**src/rtl/assert_macros.svh**
```systemverilog
// Assertion macros shared by the byte unstuffing decoder RTL.
// Define ASSERT_OFF to compile every check away; no other dependencies.
`ifndef ASSERT_MACROS_SVH
`define ASSERT_MACROS_SVH

`ifndef ASSERT_OFF
// Property must hold at every rising edge outside reset.
`define BUD_ASSERT(lbl, clk, rst, prop, msg) \
   lbl: assert property (@(posedge clk) disable iff (rst) prop) \
      else $error(msg);
// Condition must never be true at a rising edge outside reset.
`define BUD_NEVER(lbl, clk, rst, cond, msg) \
   lbl: assert property (@(posedge clk) disable iff (rst) !(cond)) \
      else $error(msg);
`else
`define BUD_ASSERT(lbl, clk, rst, prop, msg)
`define BUD_NEVER(lbl, clk, rst, cond, msg)
`endif

`endif

```
**src/rtl/bud_pkg.sv**
```systemverilog
// Shared types and constants of the byte unstuffing decoder.
// No dependencies; used by bud_decode, bud_fifo and byte_unstuffing_decoder.
`default_nettype none

package bud_pkg;

   // result buffer depth (at least four: one in-flight byte can push two results)
   localparam int unsigned FifoDepth    = 8;
   localparam int unsigned CsrAddrWidth = 5;
   localparam int unsigned CsrDataWidth = 32;

   typedef struct packed {
      logic [7:0] a_first;
      logic [7:0] a_second;
      logic [7:0] a_result;
      logic [7:0] b_first;
      logic [7:0] b_second;
      logic [7:0] b_result;
   } cfg_type;

   typedef struct packed {
      logic [7:0] data;
      logic       last;
   } result_type;

   typedef enum logic [2:0] {
      REG_A_FIRST  = 3'd0,
      REG_A_SECOND = 3'd1,
      REG_A_RESULT = 3'd2,
      REG_B_FIRST  = 3'd3,
      REG_B_SECOND = 3'd4,
      REG_B_RESULT = 3'd5
   } reg_index_type;

   localparam cfg_type CfgReset = '{
      a_first:  8'd219,
      a_second: 8'd220,
      a_result: 8'd192,
      b_first:  8'd219,
      b_second: 8'd221,
      b_result: 8'd219
   };

endpackage

`default_nettype wire

```
**src/rtl/byte_unstuffing_decoder.sv**
```systemverilog
// Top level of the byte unstuffing decoder: APB register file, input stage,
// decode step and result buffer. Depends on bud_pkg, bud_decode, bud_fifo.
`default_nettype none
`include "assert_macros.svh"

// Byte unstuffing decoder. Each req transaction carries one stuffed byte and
// a last-of-packet flag; each rsp transaction carries one decoded byte. When
// the held byte and the incoming byte form escape pair A (checked first) or
// pair B, the two are replaced by that pair's result byte. A byte equal to
// either pair's first byte is held back until the next byte decides; at the
// end of a packet a held byte is flushed, and the last byte of a packet is
// never held. Rate: one req transaction per cycle while each byte yields at
// most one decoded byte and rsp is not stalled; the rsp side delivers one
// byte per cycle, so a byte that flushes a held byte and also passes itself
// puts two decoded bytes on it. An accepted byte is captured in the input
// register, decoded from there into the result buffer, and offered on rsp
// from the buffer head. req_stall rises when the result buffer (FIFO_DEPTH
// entries) cannot take two more results from both the input register and a
// new transaction. Registers sit at byte address 4*i, with paddr[1:0] not
// decoded: 0 pair A first, 1 pair A second, 2 pair A result, 3 pair B
// first, 4 pair B second, 5 pair B result; slots 6 and 7 read zero and
// ignore writes. Write them only while no transaction is in flight.
module byte_unstuffing_decoder #(
   parameter int unsigned FIFO_DEPTH = bud_pkg::FifoDepth
) (
   input  logic                               clock,
   input  logic                               reset,
   // stuffed byte stream
   input  logic                               req_valid,
   output logic                               req_stall,
   input  logic [7:0]                         req_in_byte,
   input  logic                               req_in_last,
   // decoded byte stream
   output logic                               rsp_valid,
   input  logic                               rsp_stall,
   output logic [7:0]                         rsp_out_byte,
   output logic                               rsp_out_last,
   // register port
   input  logic                               psel,
   input  logic                               penable,
   input  logic                               pwrite,
   input  logic [bud_pkg::CsrAddrWidth-1:0]   paddr,
   input  logic [bud_pkg::CsrDataWidth-1:0]   pwdata,
   output logic [bud_pkg::CsrDataWidth-1:0]   prdata,
   output logic                               pready
);

   localparam int unsigned CntW = $clog2(FIFO_DEPTH + 1);
   // headroom test is done one bit wider so the sum cannot wrap
   localparam logic [CntW:0] RoomLimit = (CntW + 1)'(FIFO_DEPTH - 2);
   localparam logic [CntW:0] DepthW    = (CntW + 1)'(FIFO_DEPTH);

   // ---------------------------------------------------------------------
   // Configuration registers
   // ---------------------------------------------------------------------
   bud_pkg::cfg_type       cfg_ff, cfg_in;
   bud_pkg::reg_index_type csr_index;
   logic                   csr_write;

   assign pready    = 1'b1;
   assign csr_write = psel && penable && pwrite;
   assign csr_index = bud_pkg::reg_index_type'(paddr[bud_pkg::CsrAddrWidth-1:2]);

   always_comb begin
      cfg_in = cfg_ff;
      prdata = '0;
      unique case (csr_index)
         bud_pkg::REG_A_FIRST: begin
            prdata[7:0] = cfg_ff.a_first;
            if (csr_write) cfg_in.a_first = pwdata[7:0];
         end
         bud_pkg::REG_A_SECOND: begin
            prdata[7:0] = cfg_ff.a_second;
            if (csr_write) cfg_in.a_second = pwdata[7:0];
         end
         bud_pkg::REG_A_RESULT: begin
            prdata[7:0] = cfg_ff.a_result;
            if (csr_write) cfg_in.a_result = pwdata[7:0];
         end
         bud_pkg::REG_B_FIRST: begin
            prdata[7:0] = cfg_ff.b_first;
            if (csr_write) cfg_in.b_first = pwdata[7:0];
         end
         bud_pkg::REG_B_SECOND: begin
            prdata[7:0] = cfg_ff.b_second;
            if (csr_write) cfg_in.b_second = pwdata[7:0];
         end
         bud_pkg::REG_B_RESULT: begin
            prdata[7:0] = cfg_ff.b_result;
            if (csr_write) cfg_in.b_result = pwdata[7:0];
         end
         default: begin
            // unmapped slot: reads zero, writes dropped
            prdata = '0;
         end
      endcase
   end

   always_ff @(posedge clock) begin
      if (reset) begin
         cfg_ff <= bud_pkg::CfgReset;
      end else begin
         cfg_ff <= cfg_in;
      end
   end

   // ---------------------------------------------------------------------
   // Input register
   // ---------------------------------------------------------------------
   logic            stage_valid_ff, stage_valid_in;
   logic [7:0]      stage_byte_ff, stage_byte_in;
   logic            stage_last_ff, stage_last_in;
   logic [CntW-1:0] fifo_count;
   logic [CntW:0]   committed;
   logic            req_take;

   // results already in the buffer plus the worst case still in the stage
   assign committed = {1'b0, fifo_count} + (stage_valid_ff ? (CntW + 1)'(2) : '0);
   assign req_stall = (committed > RoomLimit);
   assign req_take  = req_valid && !req_stall;

   assign stage_valid_in = req_take;
   assign stage_byte_in  = req_take ? req_in_byte : stage_byte_ff;
   assign stage_last_in  = req_take ? req_in_last : stage_last_ff;

   always_ff @(posedge clock) begin
      if (reset) begin
         stage_valid_ff <= 1'b0;
      end else begin
         stage_valid_ff <= stage_valid_in;
      end
   end

   always_ff @(posedge clock) begin
      stage_byte_ff <= stage_byte_in;
      stage_last_ff <= stage_last_in;
   end

   // ---------------------------------------------------------------------
   // Decode against the held byte
   // ---------------------------------------------------------------------
   logic                held_valid_ff, held_valid_in;
   logic [7:0]          held_byte_ff, held_byte_in;
   bud_pkg::result_type res0;
   bud_pkg::result_type res1;
   logic [1:0]          res_count;
   logic                dec_held_valid;
   logic [7:0]          dec_held_byte;
   logic [1:0]          push_count;

   bud_decode u_decode (
      .cfg             (cfg_ff),
      .held_valid      (held_valid_ff),
      .held_byte       (held_byte_ff),
      .in_byte         (stage_byte_ff),
      .in_last         (stage_last_ff),
      .res0            (res0),
      .res1            (res1),
      .res_count       (res_count),
      .held_valid_next (dec_held_valid),
      .held_byte_next  (dec_held_byte)
   );

   assign push_count    = stage_valid_ff ? res_count : 2'd0;
   assign held_valid_in = stage_valid_ff ? dec_held_valid : held_valid_ff;
   assign held_byte_in  = stage_valid_ff ? dec_held_byte  : held_byte_ff;

   always_ff @(posedge clock) begin
      if (reset) begin
         held_valid_ff <= 1'b0;
      end else begin
         held_valid_ff <= held_valid_in;
      end
   end

   always_ff @(posedge clock) begin
      held_byte_ff <= held_byte_in;
   end

   // ---------------------------------------------------------------------
   // Result buffer and rsp channel
   // ---------------------------------------------------------------------
   bud_pkg::result_type head;
   logic                fifo_not_empty;

   bud_fifo #(
      .DEPTH (FIFO_DEPTH)
   ) u_fifo (
      .clock      (clock),
      .reset      (reset),
      .push_count (push_count),
      .push0      (res0),
      .push1      (res1),
      .pop        (rsp_valid && !rsp_stall),
      .head       (head),
      .not_empty  (fifo_not_empty),
      .count      (fifo_count)
   );

   assign rsp_valid    = fifo_not_empty;
   assign rsp_out_byte = head.data;
   assign rsp_out_last = head.last;

   // stage contents must always fit, even if they expand to two results
   `BUD_ASSERT(a_stage_fits, clock, reset, stage_valid_ff |-> ({1'b0, fifo_count} + (CntW + 1)'(2) <= DepthW), "input stage lacks buffer room")
   // a packet's last byte leaves nothing held
   `BUD_ASSERT(a_last_clears_held, clock, reset, (stage_valid_ff && stage_last_ff) |=> !held_valid_ff, "byte held across packet end")

endmodule

`default_nettype wire

```
**src/rtl/bud_decode.sv**
```systemverilog
// Single-pass unstuffing decision for one stuffed byte against the held byte.
// Depends on bud_pkg (cfg_type, result_type).
`default_nettype none

module bud_decode (
   input  bud_pkg::cfg_type    cfg,
   input  logic                held_valid,
   input  logic [7:0]          held_byte,
   input  logic [7:0]          in_byte,
   input  logic                in_last,
   output bud_pkg::result_type res0,
   output bud_pkg::result_type res1,
   output logic [1:0]          res_count,
   output logic                held_valid_next,
   output logic [7:0]          held_byte_next
);

   logic                hit_a;
   logic                hit_b;
   logic                cur_emit;
   bud_pkg::result_type cur_res;
   bud_pkg::result_type held_res;

   // pair A wins over pair B
   assign hit_a = held_valid && (held_byte == cfg.a_first) && (in_byte == cfg.a_second);
   assign hit_b = held_valid && (held_byte == cfg.b_first) && (in_byte == cfg.b_second);

   // last byte never opens a pair
   assign cur_emit = in_last || !((in_byte == cfg.a_first) || (in_byte == cfg.b_first));

   assign cur_res.data  = in_byte;
   assign cur_res.last  = in_last;
   assign held_res.data = held_byte;
   assign held_res.last = 1'b0;

   always_comb begin
      res0            = cur_res;
      res1            = cur_res;
      res_count       = {1'b0, cur_emit};
      held_valid_next = !cur_emit;
      held_byte_next  = in_byte;
      if (hit_a) begin
         res0.data       = cfg.a_result;
         res_count       = 2'd1;
         held_valid_next = 1'b0;
      end else if (hit_b) begin
         res0.data       = cfg.b_result;
         res_count       = 2'd1;
         held_valid_next = 1'b0;
      end else if (held_valid) begin
         // flush held byte first, current byte behind it
         res0      = held_res;
         res_count = cur_emit ? 2'd2 : 2'd1;
      end
   end

endmodule

`default_nettype wire

```
**src/rtl/bud_fifo.sv**
```systemverilog
// Result buffer: takes up to two results a cycle, hands out one a cycle.
// Depends on bud_pkg (result_type) and assert_macros.svh.
`default_nettype none
`include "assert_macros.svh"

module bud_fifo #(
   parameter int unsigned DEPTH = bud_pkg::FifoDepth
) (
   input  logic                               clock,
   input  logic                               reset,
   input  logic [1:0]                         push_count,
   input  bud_pkg::result_type                push0,
   input  bud_pkg::result_type                push1,
   input  logic                               pop,
   output bud_pkg::result_type                head,
   output logic                               not_empty,
   output logic [$clog2(DEPTH+1)-1:0]         count
);

   localparam int unsigned PtrW = $clog2(DEPTH);
   localparam int unsigned CntW = $clog2(DEPTH + 1);
   localparam logic [PtrW-1:0] PtrLast = PtrW'(DEPTH - 1);
   localparam logic [CntW-1:0] CntMax  = CntW'(DEPTH);
   localparam logic [CntW-1:0] CntRoom2 = CntW'(DEPTH - 2);

   bud_pkg::result_type mem_ff [DEPTH];
   logic [PtrW-1:0] wr_ptr_ff, wr_ptr_in;
   logic [PtrW-1:0] rd_ptr_ff, rd_ptr_in;
   logic [CntW-1:0] count_ff, count_in;
   logic [PtrW-1:0] wr_next1;
   logic [PtrW-1:0] wr_next2;

   function automatic logic [PtrW-1:0] ptr_inc(input logic [PtrW-1:0] p);
      ptr_inc = (p == PtrLast) ? '0 : p + PtrW'(1);
   endfunction

   assign wr_next1 = ptr_inc(wr_ptr_ff);
   assign wr_next2 = ptr_inc(wr_next1);

   always_comb begin
      case (push_count)
         2'd1:    wr_ptr_in = wr_next1;
         2'd2:    wr_ptr_in = wr_next2;
         default: wr_ptr_in = wr_ptr_ff;
      endcase
      rd_ptr_in = pop ? ptr_inc(rd_ptr_ff) : rd_ptr_ff;
      count_in  = count_ff + CntW'(push_count) - CntW'(pop);
   end

   always_ff @(posedge clock) begin
      if (reset) begin
         wr_ptr_ff <= '0;
         rd_ptr_ff <= '0;
         count_ff  <= '0;
      end else begin
         wr_ptr_ff <= wr_ptr_in;
         rd_ptr_ff <= rd_ptr_in;
         count_ff  <= count_in;
      end
   end

   always_ff @(posedge clock) begin
      if (push_count != 2'd0) begin
         mem_ff[wr_ptr_ff] <= push0;
      end
      if (push_count == 2'd2) begin
         mem_ff[wr_next1] <= push1;
      end
   end

   assign head      = mem_ff[rd_ptr_ff];
   assign not_empty = (count_ff != '0);
   assign count     = count_ff;

   `BUD_NEVER(a_fifo_overfull, clock, reset, count_ff > CntMax, "result buffer over depth")
   `BUD_NEVER(a_fifo_push_room, clock, reset, (push_count != 2'd0) && (count_ff > CntRoom2), "push without room for two")

endmodule

`default_nettype wire

```
**config.mk**
```make
export PLATFORM = sky130hd
export DESIGN_NAME = byte_unstuffing_decoder
export DESIGN_NICKNAME = d
export VERILOG_FILES = /design/src/rtl/bud_pkg.sv /design/src/rtl/byte_unstuffing_decoder.sv /design/src/rtl/bud_decode.sv /design/src/rtl/bud_fifo.sv
export VERILOG_INCLUDE_DIRS = /design/src /design/src/rtl
export SDC_FILE = /design/constraint.sdc
export NUM_CORES = 1
export LEC_CHECK = 0
export ABC_AREA = 1
export BUFFER_PORTS_ARGS = -buffer_cell sky130_fd_sc_hd__buf_4
export CAP_MARGIN = 0
export CORE_AREA = 2 2 137 126
export CTS_BUF_LIST = sky130_fd_sc_hd__clkbuf_16
export DETAILED_ROUTE_END_ITERATION = 7
export DIE_AREA = 0 0 139 128
export PLACE_DENSITY_LB_ADDON = 0.08
export SETUP_SLACK_MARGIN = 0.2
export SLEW_MARGIN = 20
export SYNTH_ARGS = -nofsm -noshare
export SYNTH_HDL_FRONTEND = slang
export SYNTH_HIERARCHICAL = 1
export SYNTH_SLANG_ARGS = --single-unit
```
**constraint.sdc**
```tcl
create_clock -name clock -period 4.81 [get_ports clock]
set_input_delay 0.2405 -clock clock [delete_from_list [all_inputs] [get_ports clock]]
set_output_delay 0.2405 -clock clock [all_outputs]
set_load 0.005 [all_outputs]
```
; ---- After elaboration in Yosys (flattened, before gate mapping)
; Memory sizes are Yosys's and may differ from the RTL's. A register that Yosys moved wholly into a read port is not among the register bits.
; Cells that the tools add are included.
[word_totals]
mem_count = 1
wordCells = 86
out_inout_bits = 44
ff_bits = 77
in_bits = 53
ramBits = 72
[memory_table]
columns = memory, depth, width, rd, rd_clocked_by_memory_dff, write_ports, line
row1 = u_fifo.mem_ff, 8, 9, 1, 1, 2, bud_fifo.sv:26  ; bud_pkg::result_type mem_ff [DEPTH];
[op_classes]
n_lt_le_gt_ge = 1
n_addsub = 6
n_reduce_logical = 24
muxes = 24
eq_ne = 16
[ops]
columns = op, n
row1 = $eq A8 B8 Y1, 6
row2 = $pmux W8 S6, 1
row3 = $mux W8, 2
row4 = $eq A3 B3 Y1 const B, 5
row5 = $mux W3, 5
row6 = $mux W2, 6
row7 = $reduce_and A2 Y1, 6
row8 = $add A3 B1 Y3 const B, 3
row9 = $mux W9, 1
row10 = $logic_and A1 B1 Y1, 8
row11 = $mux W1, 8
row12 = $eq A3 B2 Y1 const B, 2
row13 = $pmux W3 S2, 1
row14 = $add A4 B2 Y5, 1
row15 = $gt A5 B3 Y1 const B, 1
row16 = $add A4 B2 Y4, 1
row17 = $logic_not A1 Y1, 4
row18 = $reduce_bool A2 Y1, 2
row19 = $reduce_bool A4 Y1, 1
row20 = $sub A4 B1 Y4, 1
row21 = $eq A3 B1 Y1 const B, 1
row22 = $logic_not A3 Y1, 1
row23 = $eq A2 B1 Y1 const B, 1
row24 = $eq A2 B2 Y1 const B, 1
row25 = $logic_or A1 B1 Y1, 2

; ---- Logic depth before layout (Yosys ltp)
; Gate-level depths: netlist of run 1.
[logic_depth]
word_depth = 12
mapped_depth = 20
depth_no_buf = 20

; ---- Cells and area by module
; The synthesis of run 1 kept the hierarchy.
[modules_own_cells]
columns = module, instances, area_per_inst_um2, cells_per_inst, seq_area_each_um2
row1 = bud_fifo, 1, 4913.5, 623, 2422.3
row2 = byte_unstuffing_decoder, 1, 3156.8, 419, 1511.4
row3 = bud_decode, 1, 1278.7, 249, 0.0

; ---- Worst setup path after synthesis of run 1
; Ideal clock, no wire load.
[synth_timing]
kind = register to register
start = register stage_byte_ff[3]
end = memory u_fifo/mem_ff[6][0] in the netlist's numbering, enable pin
setup_time_ns = 0.387
required_ns = 4.423
slack_ns = 1.576
period_less_slack_ns = 3.234
stages_incl_launch_ff = 20
t_arrival_ns = 2.846
cell_sequence = edfxtp_1 > inv_1 > or2_2 > nand3_1 > nor3_1 > nand2_1 > nand2_1 > nand2_1 > ha_1 > or2_1 > nand2_1 > inv_1 > inv_1 > ha_1 > buf_2 > inv_1 > nor2_2 > nand2_2 > buf_2 > o21ai_0
[synth_rtl]
columns = item, line
row1 = "start, declared", byte_unstuffing_decoder.sv:111  ; logic [7:0] stage_byte_ff, stage_byte_in;
row2 = "start signal, assigned", byte_unstuffing_decoder.sv:135  ; stage_byte_ff <= stage_byte_in;
row3 = "end, declared", bud_fifo.sv:26

==> impl_metrics.yaml, run 1 <==
sta:
  fin_worst_skew_ns: 0.008232
  finalHoldViolCount: 0
  hold_ws_ns: 0.04801
  fmax_mhz: 250.9
  rsz0062_at_grt: "false"
  finalSetupViolCount: 0
  timing.final.crit_share: 0.8286
  layout_min_cycle_time_ns: 3.986
  slew_headroom: 0.3547
  worst_pin_slew_ns: 0.9615
  slew_viol_final: 0
  fin_setup_tns_ns: 0
global_route:
  grt.overflow.total: 0
  grt_pass1_vias: 7539
  grt_pass1_wl_um: 39840
  antenna_found_initial: 0
  track_usage: 0.2898
  grt_max_degree: 50
worst_setup_path:
  path_cells: "inv_1 -> or2_2 -> nand3_1 -> nor3_1 -> nand2_1 -> nand2_1 -> nand2_1 -> ha_1 -> or2_1 -> nand2_1 -> inv_1 -> inv_1 -> ha_1 -> inv_1 -> nor2_2 -> nand2_2 -> o21ai_1"
  endpoint_kind: "register"
  crit_path_max_fanout: 19
  crit_arrival_ns: 4.03
  path_buf_inv: 4
  critical_path_class: "register to register"
  r2r_start: "stage_byte_ff[3]$_DFFE_PP_"
  crit_required_ns: 4.86
  critPathTopFamily: "simple AND/OR/NAND/NOR gates"
  critPathSlowestCell: "edfxtp_1"
  cp-startpoint: "stage_byte_ff[3]$_DFFE_PP_"
  critPathMaxStageDelay_ns: 0.65
  cp-start-kind: "register"
synth:
  yosys.area_share.simple: 0.3407
  ys.warnings.count: 6
  ys.flop_type: "edfxtp_1"
  syn_inst: 1291
  synth-seq-cells: 152
  synth_xor_area_frac: 0.01874
  synth_edf_count: 89
  synthMuxAreaShare: 0.001071
  synth_area_mm2: 0.009349
  async_reset_ff_frac: 0
  synth_fa_ha_area_frac: 0.02757
  synth_top_family_by_area: "simple AND/OR/NAND/NOR gates"
  synth_area_per_cell_um2: 7.242
  ys_seq_area_frac: 0.4208
  synth-compound-area-share: 0.05715
  synth.distinct_cells: 39
cts:
  clkTransAtPathRegs_ns: 0.06
  cts_buffers: 17
  h-tree-depth: 4
  clk_latency_ns: 0.43
  post_cts_resized: 0
  tritoncts: "built"
  post-cts-setup-buffers: 0
  clkSinkCount: 152
  root_buffer: "clkbuf_16"
  cts-hold-fix-buffers: 9
  ctsLongestPathBuffers: 2
cells_and_area:
  fin_area_mm2: 0.01024
  final_util: 0.6229
  drive_above_1_share: 0.1030
  antenna_cells: 0
  area_delta_synth_final_pct: 9.543
  fin_nets: 1381
  fillers: 1535
power:
  cellPowerDensity_mw_per_mm2: 409.7
  ir_drop_uv: 361.6
  power_leakage_nw: 4.953
drt:
  wire_per_inst_um: 16.59
  first_pass_iters: 6
  num_vias: 8246
  drt_iter0_drc: 880
  routed_via_density: 5.383
  drt_wl_total_um: 25420
  antenna_left: 0
  route.detailed.drc: 0
floorplan:
  rows: 45
  dieHeight_um: 128
  die_x_um: 139
  coreArea_mm2: 0.01644
  start_util: 0.5686
  pin_count: 97
  dieArea_mm2: 0.01779
min_path:
  min-delay-start: "reset"
  hold_class: "input port to register"
place:
  globalplace.congestion: 0.9182
  hpwlAfterDp_um: 17530
  port_buffers: 45
  post_dp_cell_area_mm2: 0.009562
flow_run:
  cap_violations: 0
status:
  status: "finished, final reports clean"
flip-flops by register name, summed over array words and instances, names as in the netlist, named ones only:
name / cells
u_fifo/mem_ff: 72
held_byte_ff: 8
stage_valid_ff: 1
u_fifo/wr_ptr_ff: 3
u_fifo/rd_ptr_ff: 3
held_valid_ff: 1
u_fifo/count: 4
cfg_ff: 48
stage_last_ff: 1
stage_byte_ff: 8
metrics by stage:
| stage | total power [mW] | setup slack (ns) | cells |
|---|---|---|---|
| final | 4.196 | 0.8243 | 1532 |
| after global routing | 4.436 | 0.6375 | 1532 |
| after global placement | 2.829 | 0.9206 | 1491 |
| after CTS | 4.194 | 0.8474 | 1532 |
| after detailed placement | 2.850 | 0.8566 | 1491 |
| after floorplan | 2.480 | 1.576 | 1314 |
kinds of logic (layout without fill, tap and decap cells):
family,Yosys count,in the layout
buffers and inverters,273,280
muxes,1,1
DFF,152,152
other,2,25
and+or+nand+nor,719,719
adders and majority gates,20,20
xor gates and xnor gates,20,20
AOI/OAI and AO/OA,104,104
layer usage:
layer	share of wire	global-route usage	vias to the layer above
met5	0	0	-
met4	0.030	0.1141	0
met3	0.067	0.05304	64
met2	0.49	0.5004	351
met1	0.41	0.3636	3743
li1	-	-	4088
worst reg2reg max path, delay by kind of cell, from the launching register on:
| family | cells | cell delay, ns |
|---|---|---|
| DFF | 1 | 0.65 |
| adders and majority gates | 2 | 0.39 |
| and+or+nand+nor | 10 | 1.41 |
| AOI/OAI and AO/OA | 1 | 0.65 |
| buffers and inverters | 4 | 0.51 |
final cells by class:
type                            instances  area, µm²  share of cell area
Tap cell                              211      264.0             0.02578
Sequential cell                       152       3934              0.3841
Timing Repair Buffer                   65      510.5             0.04985
Clock buffer                           17      425.4             0.04154
Inverter                              183      686.9             0.06707
Clock inverter                         15      163.9             0.01600
Multi-Input combinational cell        889       4257              0.4156
Yosys cell counts (2+ instances only):
cell type    n  area share
a21oi_1     18      0.0096
nand3_2      6      0.0064
nor3_1       3      0.0016
or2_2        3      0.0020
nand2_4      3      0.0036
xnor2_1     13       0.012
nor2_2       9      0.0060
nor2_4      11       0.013
inv_2       11      0.0044
o22ai_1      4      0.0027
clkbuf_1    16      0.0064
xor2_1       7      0.0066
clkinv_1     3      0.0012
dfxtp_1     63        0.13
inv_1      169       0.068
o21ai_0     73       0.039
nand2_2      8      0.0054
nand4_1     44       0.029
o21ai_1      6      0.0032
buf_1        3      0.0012
nor2_1      91       0.037
edfxtp_1    89        0.29
ha_1        19       0.025
conb_1       2     0.00080
nand2_1    414        0.17
buf_4       50       0.040
buf_2       18      0.0096
nand3_1    123       0.066
clkbuf_2     2      0.0011
cell usage in the layout, fill, tap and decap left out, types with 2 or more instances in the layout:
cell type	instances
a21oi_1	18
o21ai_0	72
clkbuf_16	17
inv_1	173
buf_4	56
edfxtp_1	89
nor2_4	11
o22ai_1	4
or2_2	3
nor3_1	3
nand3_1	123
nor2_1	91
nand3_2	6
nand2_1	414
nand2_2	8
clkinv_1	5
dfxtp_1	63
xnor2_1	13
inv_6	2
inv_2	11
bufinv_16	3
nor2_2	9
conb_1	25
dlygate4sd3_1	9
nand2_4	3
xor2_1	7
ha_1	19
o21ai_1	7
nand4_1	44
clkinv_4	3
final timing paths:
check	to	slack, ns	cells after the start
max	u_fifo/mem_ff[6][1]$_DFFE_PP_	0.82	17
min	stage_valid_ff$_SDFF_PP0_	0.05	2
max reg2reg	u_fifo/mem_ff[6][1]$_DFFE_PP_	0.82	17
min reg2reg	cfg_ff[30]$_SDFFE_PP1P_	0.50	2
where the power goes:
group          leakage [nW]  internal (mW)  switching (mW)  total (mW)
Combinational          3.33          0.429           0.741        1.17
Clock                 0.298          0.810           0.534        1.34
Sequential             1.32           1.52           0.160        1.68
Total                  4.95           2.76            1.43        4.20
Note: power is estimated with default switching activity, not from simulation.
==> run 2: changes to the inputs <==
==> constraint.sdc (replaced) <==
create_clock -name clock -period 4 [get_ports clock]
set_input_delay 0.2 -clock clock [delete_from_list [all_inputs] [get_ports clock]]
set_output_delay 0.2 -clock clock [all_outputs]
set_load 0.005 [all_outputs]
==> run 2 against run 1 <==
Clock skew shrank 0.0010 ns; via count grew 0.75%; combinational power grew 26%.
==> impl_metrics.yaml, run 2 (synthesis results as in run 1) <==
cells_and_area:
  reg.largest.list: "u_fifo/mem_ff (72), cfg_ff (48)"
  final_cell_count_no_fill: 1546
  antenna_cells: 0
  layout_common_cells: "nand2_1, inv_1, nand3_1"
  final-seq-area_mm2: 0.003934
  largest_register_ffs: 72
  area_delta_synth_final_pct: 11.16
  fin_nets: 1396
  mostFrequentLayoutCell: "nand2_1"
  drive_above_1_share: 0.1154
  regMostFlops: "u_fifo/mem_ff"
  fillers: 1511
  multi_input_area_mm2: 0.004257
sta:
  slew_viol_final: 0
  rsz0062_at_grt: "false"
  finalHoldViolCount: 0
  fmax_mhz: 288.1
  timing.final.crit_share: 0.8678
  worst_pin_slew_ns: 0.9223
  layout_setup_ws_ns: 0.5286
  slew_headroom: 0.3829
  finalSetupViolCount: 0
  fin_worst_skew_ns: 0.007226
  fin_setup_tns_ns: 0
  layout_min_cycle_time_ns: 3.471
cts:
  post-cts-setup-buffers: 0
  root_buffer: "clkbuf_16"
  clk_latency_ns: 0.43
  cts-hold-fix-buffers: 10
  h-tree-depth: 4
  clkSinkCount: 152
  tritoncts: "built"
  clkTransAtPathRegs_ns: 0.06
  ctsLongestPathBuffers: 2
  post_cts_resized: 0
  cts_buffers: 17
floorplan:
  coreArea_mm2: 0.01644
  pin_count: 97
  dieArea_mm2: 0.01779
  die_x_um: 139
  dieHeight_um: 128
  rows: 45
  start_util: 0.5686
worst_setup_path:
  critical_path_class: "register to register"
  cp-startpoint: "stage_byte_ff[5]$_DFFE_PP_"
  endpoint_kind: "register"
  cp-start-kind: "register"
  crit_arrival_ns: 3.60
  r2r-end: "u_fifo/mem_ff[3][8]$_DFFE_PP_"
  r2r_start: "stage_byte_ff[5]$_DFFE_PP_"
  crit_path_max_fanout: 20
  reg2reg_depth: 17
  reg2reg_setup_slack_ns: 0.53
  crit_required_ns: 4.13
drt:
  route.detailed.drc: 0
  first_pass_iters: 6
  drt_wl_total_um: 25500
  antenna_left: 0
  wire_per_inst_um: 16.49
  drt_iter0_drc: 855
  num_vias: 8308
  routed_via_density: 5.374
status:
  status: "finished, final reports clean"
power:
  ir_drop_uv: 395.0
  power_leakage_nw: 5.029
  seqPwrFrac: 0.383
  switchingPower_mw: 1.742
  cellPowerDensity_mw_per_mm2: 495.9
  switching_share: 0.3381
  combPwrFrac: 0.286
  clkPwrFrac: 0.331
  internal_power_mw: 3.411
global_route:
  track_usage: 0.2901
  grt_pass1_wl_um: 39860
  grt.overflow.total: 0
  grt_max_degree: 50
  antenna_found_initial: 0
  grt_pass1_vias: 7646
place:
  globalplace.congestion: 0.9538
  port_buffers: 45
  dp_slack_ns: 0.5713
  place_inst: 1505
  hpwlAfterDp_um: 18010
min_path:
  hold_class: "input port to register"
  worstHoldEndpoint: "cfg_ff[10]$_SDFFE_PP1P_"
  min-delay-start: "pwdata[2]"
  min_path_cells: 3
flow_run:
  cap_violations: 0
[run 2: how the worst max path moves through the flow]
| stage | to | cells after the start |
|---|---|---|
| after floorplan | u_fifo/mem_ff[6][0]$_DFFE_PP_ | 19 |
| final | u_fifo/mem_ff[3][8]$_DFFE_PP_ | 17 |
| after global placement | u_fifo/mem_ff[3][6]$_DFFE_PP_ | 17 |
| after detailed placement | u_fifo/mem_ff[3][6]$_DFFE_PP_ | 17 |
| after CTS | u_fifo/mem_ff[3][0]$_DFFE_PP_ | 17 |
| after global routing | u_fifo/mem_ff[3][0]$_DFFE_PP_ | 17 |
[run 2: cell type report]
class / instances / area share
flip-flops and latches: 152 / 0.3785
inverters: 183 / 0.06610
multi-input cells: 889 / 0.4096
clock buffers: 17 / 0.04093
repair buffers: 80 / 0.06020
clock inverters: 14 / 0.01926
well taps: 211 / 0.02540
[run 2: per-layer routing]
metal,wire length (µm),track usage
met5,0,0
met4,756,0.1129
met3,1811,0.05080
met2,12590,0.5057
met1,10350,0.3623
[run 2: power by group through the flow]
stage	combinational, mW	clock [mW]	sequential, mW
after floorplan	1.06	0	1.92
after global placement	1.42	0	2.00
after detailed placement	1.45	0	2.01
after CTS	1.47	1.73	1.97
after global routing	1.66	1.79	1.99
final	1.47	1.71	1.97
[run 2: worst max-delay path, stage by stage, from the launching register on]
cell and delay (ns):
edfxtp_1 0.74, inv_2 0.17, nand2_1 0.09, nand3_1 0.07, nor2_1 0.11, nand2_1 0.06, nand2_1 0.07, nand2_1 0.07
ha_1 0.26, or2_1 0.22, nand2_1 0.06, inv_1 0.06, inv_1 0.07, ha_1 0.32, buf_4 0.34, nand3_2 0.11
o21ai_0 0.12, buf_4 0.21
[run 2: per-stage QoR]
step	util	hold WS, ns	power [mW]	cell area (µm²)
floorplan	-	0.2667	2.982	9435
global route	0.6321	0.008595	5.439	10390
detailed placement	0.5880	0.3794	3.456	9667
global placement	0.5880	0.3785	3.424	9667
CTS	0.6321	0.006570	5.169	10390
finish	0.6321	0.02044	5.154	10390
==> run 3: changes to the inputs <==
--- a/config.mk
+++ b/config.mk
@@ -9,10 +9,11 @@
 export ABC_AREA = 1
 export BUFFER_PORTS_ARGS = -buffer_cell sky130_fd_sc_hd__buf_4
 export CAP_MARGIN = 0
-export CORE_AREA = 2 2 137 126
-export CTS_BUF_LIST = sky130_fd_sc_hd__clkbuf_16
+export CORE_AREA = 2 2 142 130
+export CTS_BUF_LIST = sky130_fd_sc_hd__clkbuf_4 sky130_fd_sc_hd__clkbuf_8 sky130_fd_sc_hd__clkbuf_16
+export CTS_CLUSTER_SIZE = 40
 export DETAILED_ROUTE_END_ITERATION = 7
-export DIE_AREA = 0 0 139 128
+export DIE_AREA = 0 0 144 132
 export PLACE_DENSITY_LB_ADDON = 0.08
 export SETUP_SLACK_MARGIN = 0.2
 export SLEW_MARGIN = 20
==> constraint.sdc (replaced) <==
create_clock -name clock -period 2.8 [get_ports clock]
set_input_delay 0.14 -clock clock [delete_from_list [all_inputs] [get_ports clock]]
set_output_delay 0.14 -clock clock [all_outputs]
set_load 0.005 [all_outputs]
==> run 3 against run 2 <==
The run now ends with negative setup slack left; hold slack better by 0.0096 ns; non-clock buffer count up 71; cell count up 6.8%; worst setup slack worse by 0.67 ns.
==> impl_metrics.yaml, run 3 (synthesis results as in run 1) <==
global_route:
  grt_pass1_wl_um: 43520
  antenna_found_initial: 0
  track_usage: 0.3023
  grt.overflow.total: 0
  grt_pass1_vias: 7968
  grt_max_degree: 50
drt:
  antenna_left: 0
  wire_per_inst_um: 17.11
  num_vias: 8741
  route.detailed.drc: 0
  first_pass_iters: 5
  routed_via_density: 5.294
  drt_iter0_drc: 814
  drt_wl_total_um: 28250
floorplan:
  die_x_um: 144
  rows: 46
  start_util: 0.5361
  coreArea_mm2: 0.01744
  pin_count: 97
  dieArea_mm2: 0.01901
  dieHeight_um: 132
cells_and_area:
  largest_register_ffs: 72
  area_delta_synth_final_pct: 24.36
  antenna_cells: 0
  regMostFlops: "u_fifo/mem_ff"
  layout_common_cells: "nand2_1, inv_1, nand3_1"
  mostFrequentLayoutCell: "nand2_1"
  final_cell_count_no_fill: 1651
  drive_above_1_share: 0.2034
  fillers: 1475
  reg.largest.list: "u_fifo/mem_ff (72), cfg_ff (48)"
  final_util: 0.6667
  fin_nets: 1471
status:
  violations: "negative setup slack"
  status: "finished with violations"
sta:
  worst_pin_slew_ns: 0.7544
  fin_worst_skew_ns: 0.01241
  fmax_mhz: 339.5
  layout_min_cycle_time_ns: 2.945
  fin_setup_tns_ns: -8.589
  timing.final.crit_share: 1.052
  slew_viol_final: 0
  finalSetupViolCount: 143
  finalHoldViolCount: 0
  layout_setup_ws_ns: -0.1451
  slew_headroom: 0.4965
  rsz0062_at_grt: "true"
power:
  total_power_mw: 7.613
  power_leakage_nw: 5.518
  ir_drop_uv: 443.0
  cellPowerDensity_mw_per_mm2: 654.8
place:
  port_buffers: 45
  place_inst: 1573
  globalplace.congestion: 0.9432
  hpwlAfterDp_um: 19420
  dp_slack_ns: -0.08799
worst_setup_path:
  critPathMaxStageDelay_ns: 0.44
  critPathSlowestCell: "edfxtp_1"
  path_cells: "buf_6 -> xnor2_2 -> nand3_1 -> nor2_1 -> nand2_1 -> nand2_2 -> nand2_4 -> ha_4 -> or2_1 -> nand2_1 -> inv_2 -> inv_2 -> ha_4 -> inv_4 -> nor2_4 -> nand2_4 -> o21ai_4 -> buf_6 -> buf_12"
  crit_path_max_fanout: 6
  endpoint_kind: "register"
  crit_arrival_ns: 3.10
  path_buf_inv: 6
  critPathTopFamily: "simple AND/OR/NAND/NOR gates"
  crit_required_ns: 2.96
  cp-start-kind: "register"
  reg2reg_setup_slack_ns: -0.15
  critical_path_class: "register to register"
flow_run:
  cap_violations: 0
cts:
  ctsLongestPathBuffers: 2
  clk_latency_ns: 0.44
  clkSinkCount: 152
  tritoncts: "built"
  h-tree-depth: 4
  cts_buffers: 17
  root_buffer: "clkbuf_16"
  clkTransAtPathRegs_ns: 0.07
min_path:
  hold_class: "input port to register"
[run 3: cell types whose count changed in the layout (fill, tap and decap cells not counted), sizes merged]
cell and change:
buf +64, bufinv -3, clkbuf +1, clkinv -3, clkinvlp +2, dlygate4sd3 +7, inv +4, nand2 +3
o21ai +1
[run 3: power breakdown]
part	switching, mW	internal (mW)	leakage [nW]	total [mW]
clock	1.00	1.25	0.273	2.26
sequential	0.142	2.61	1.32	2.76
combinational	1.62	0.978	3.92	2.60
[run 3: metrics by stage]
step / cell area (µm²) / hold WS [ns]
after global routing: 11630 / 0.03374
after floorplan: 9605 / 0.2067
after global placement: 10260 / 0.3185
after CTS: 11380 / 0.01505
after detailed placement: 10260 / 0.3195
final: 11630 / 0.03002
[run 3: routing by layer]
layer	track usage	routed length, µm
met1	0.3913	11340
met5	0	0
met4	0.1204	1108
met2	0.5003	13720
met3	0.05521	2078
[run 3: final cells by class]
type                       instances  area [µm²]  share of cell area
sequential                       152        3934              0.3384
clock buffer                      18       432.9             0.03724
inverter                         183       690.7             0.05941
tap                              240       300.3             0.02583
multi-input combinational        893        4710              0.4051
timing repair buffer             151        1419              0.1220
clock inverter                    14       140.1             0.01205
[run 3: what timing repair did]
item	in CTS	in global routing
hold buffers	17	0
endpoints found under the setup margin	148	150
cloned	5	1
buffers inserted	15	8
gates resized for setup	53	52
pin swaps	16	19
hold endpoints to repair	28	0
[run 3: path summary, 6_finish.rpt]
kind,from,end,cells after the start
setup reg to reg,stage_byte_ff[6]$_DFFE_PP_,u_fifo/mem_ff[2][1]$_DFFE_PP_,19
hold / removal,pwdata[4],cfg_ff[44]$_SDFFE_PP1P_,3
setup / recovery,stage_byte_ff[6]$_DFFE_PP_,u_fifo/mem_ff[2][1]$_DFFE_PP_,19
hold reg to reg,cfg_ff[31]$_SDFFE_PP1P_,cfg_ff[31]$_SDFFE_PP1P_,2
[run 3: worst reg2reg max path, delay by kind of cell, from the launching register on]
family / cells / cell delay [ns]
flip-flops: 1 / 0.44
AO/OA/AOI/OAI: 1 / 0.12
adder cells (fa/ha/maj): 2 / 0.41
AND/OR/NAND/NOR: 9 / 1.00
XOR/XNOR: 1 / 0.12
buffers and inverters: 6 / 0.57
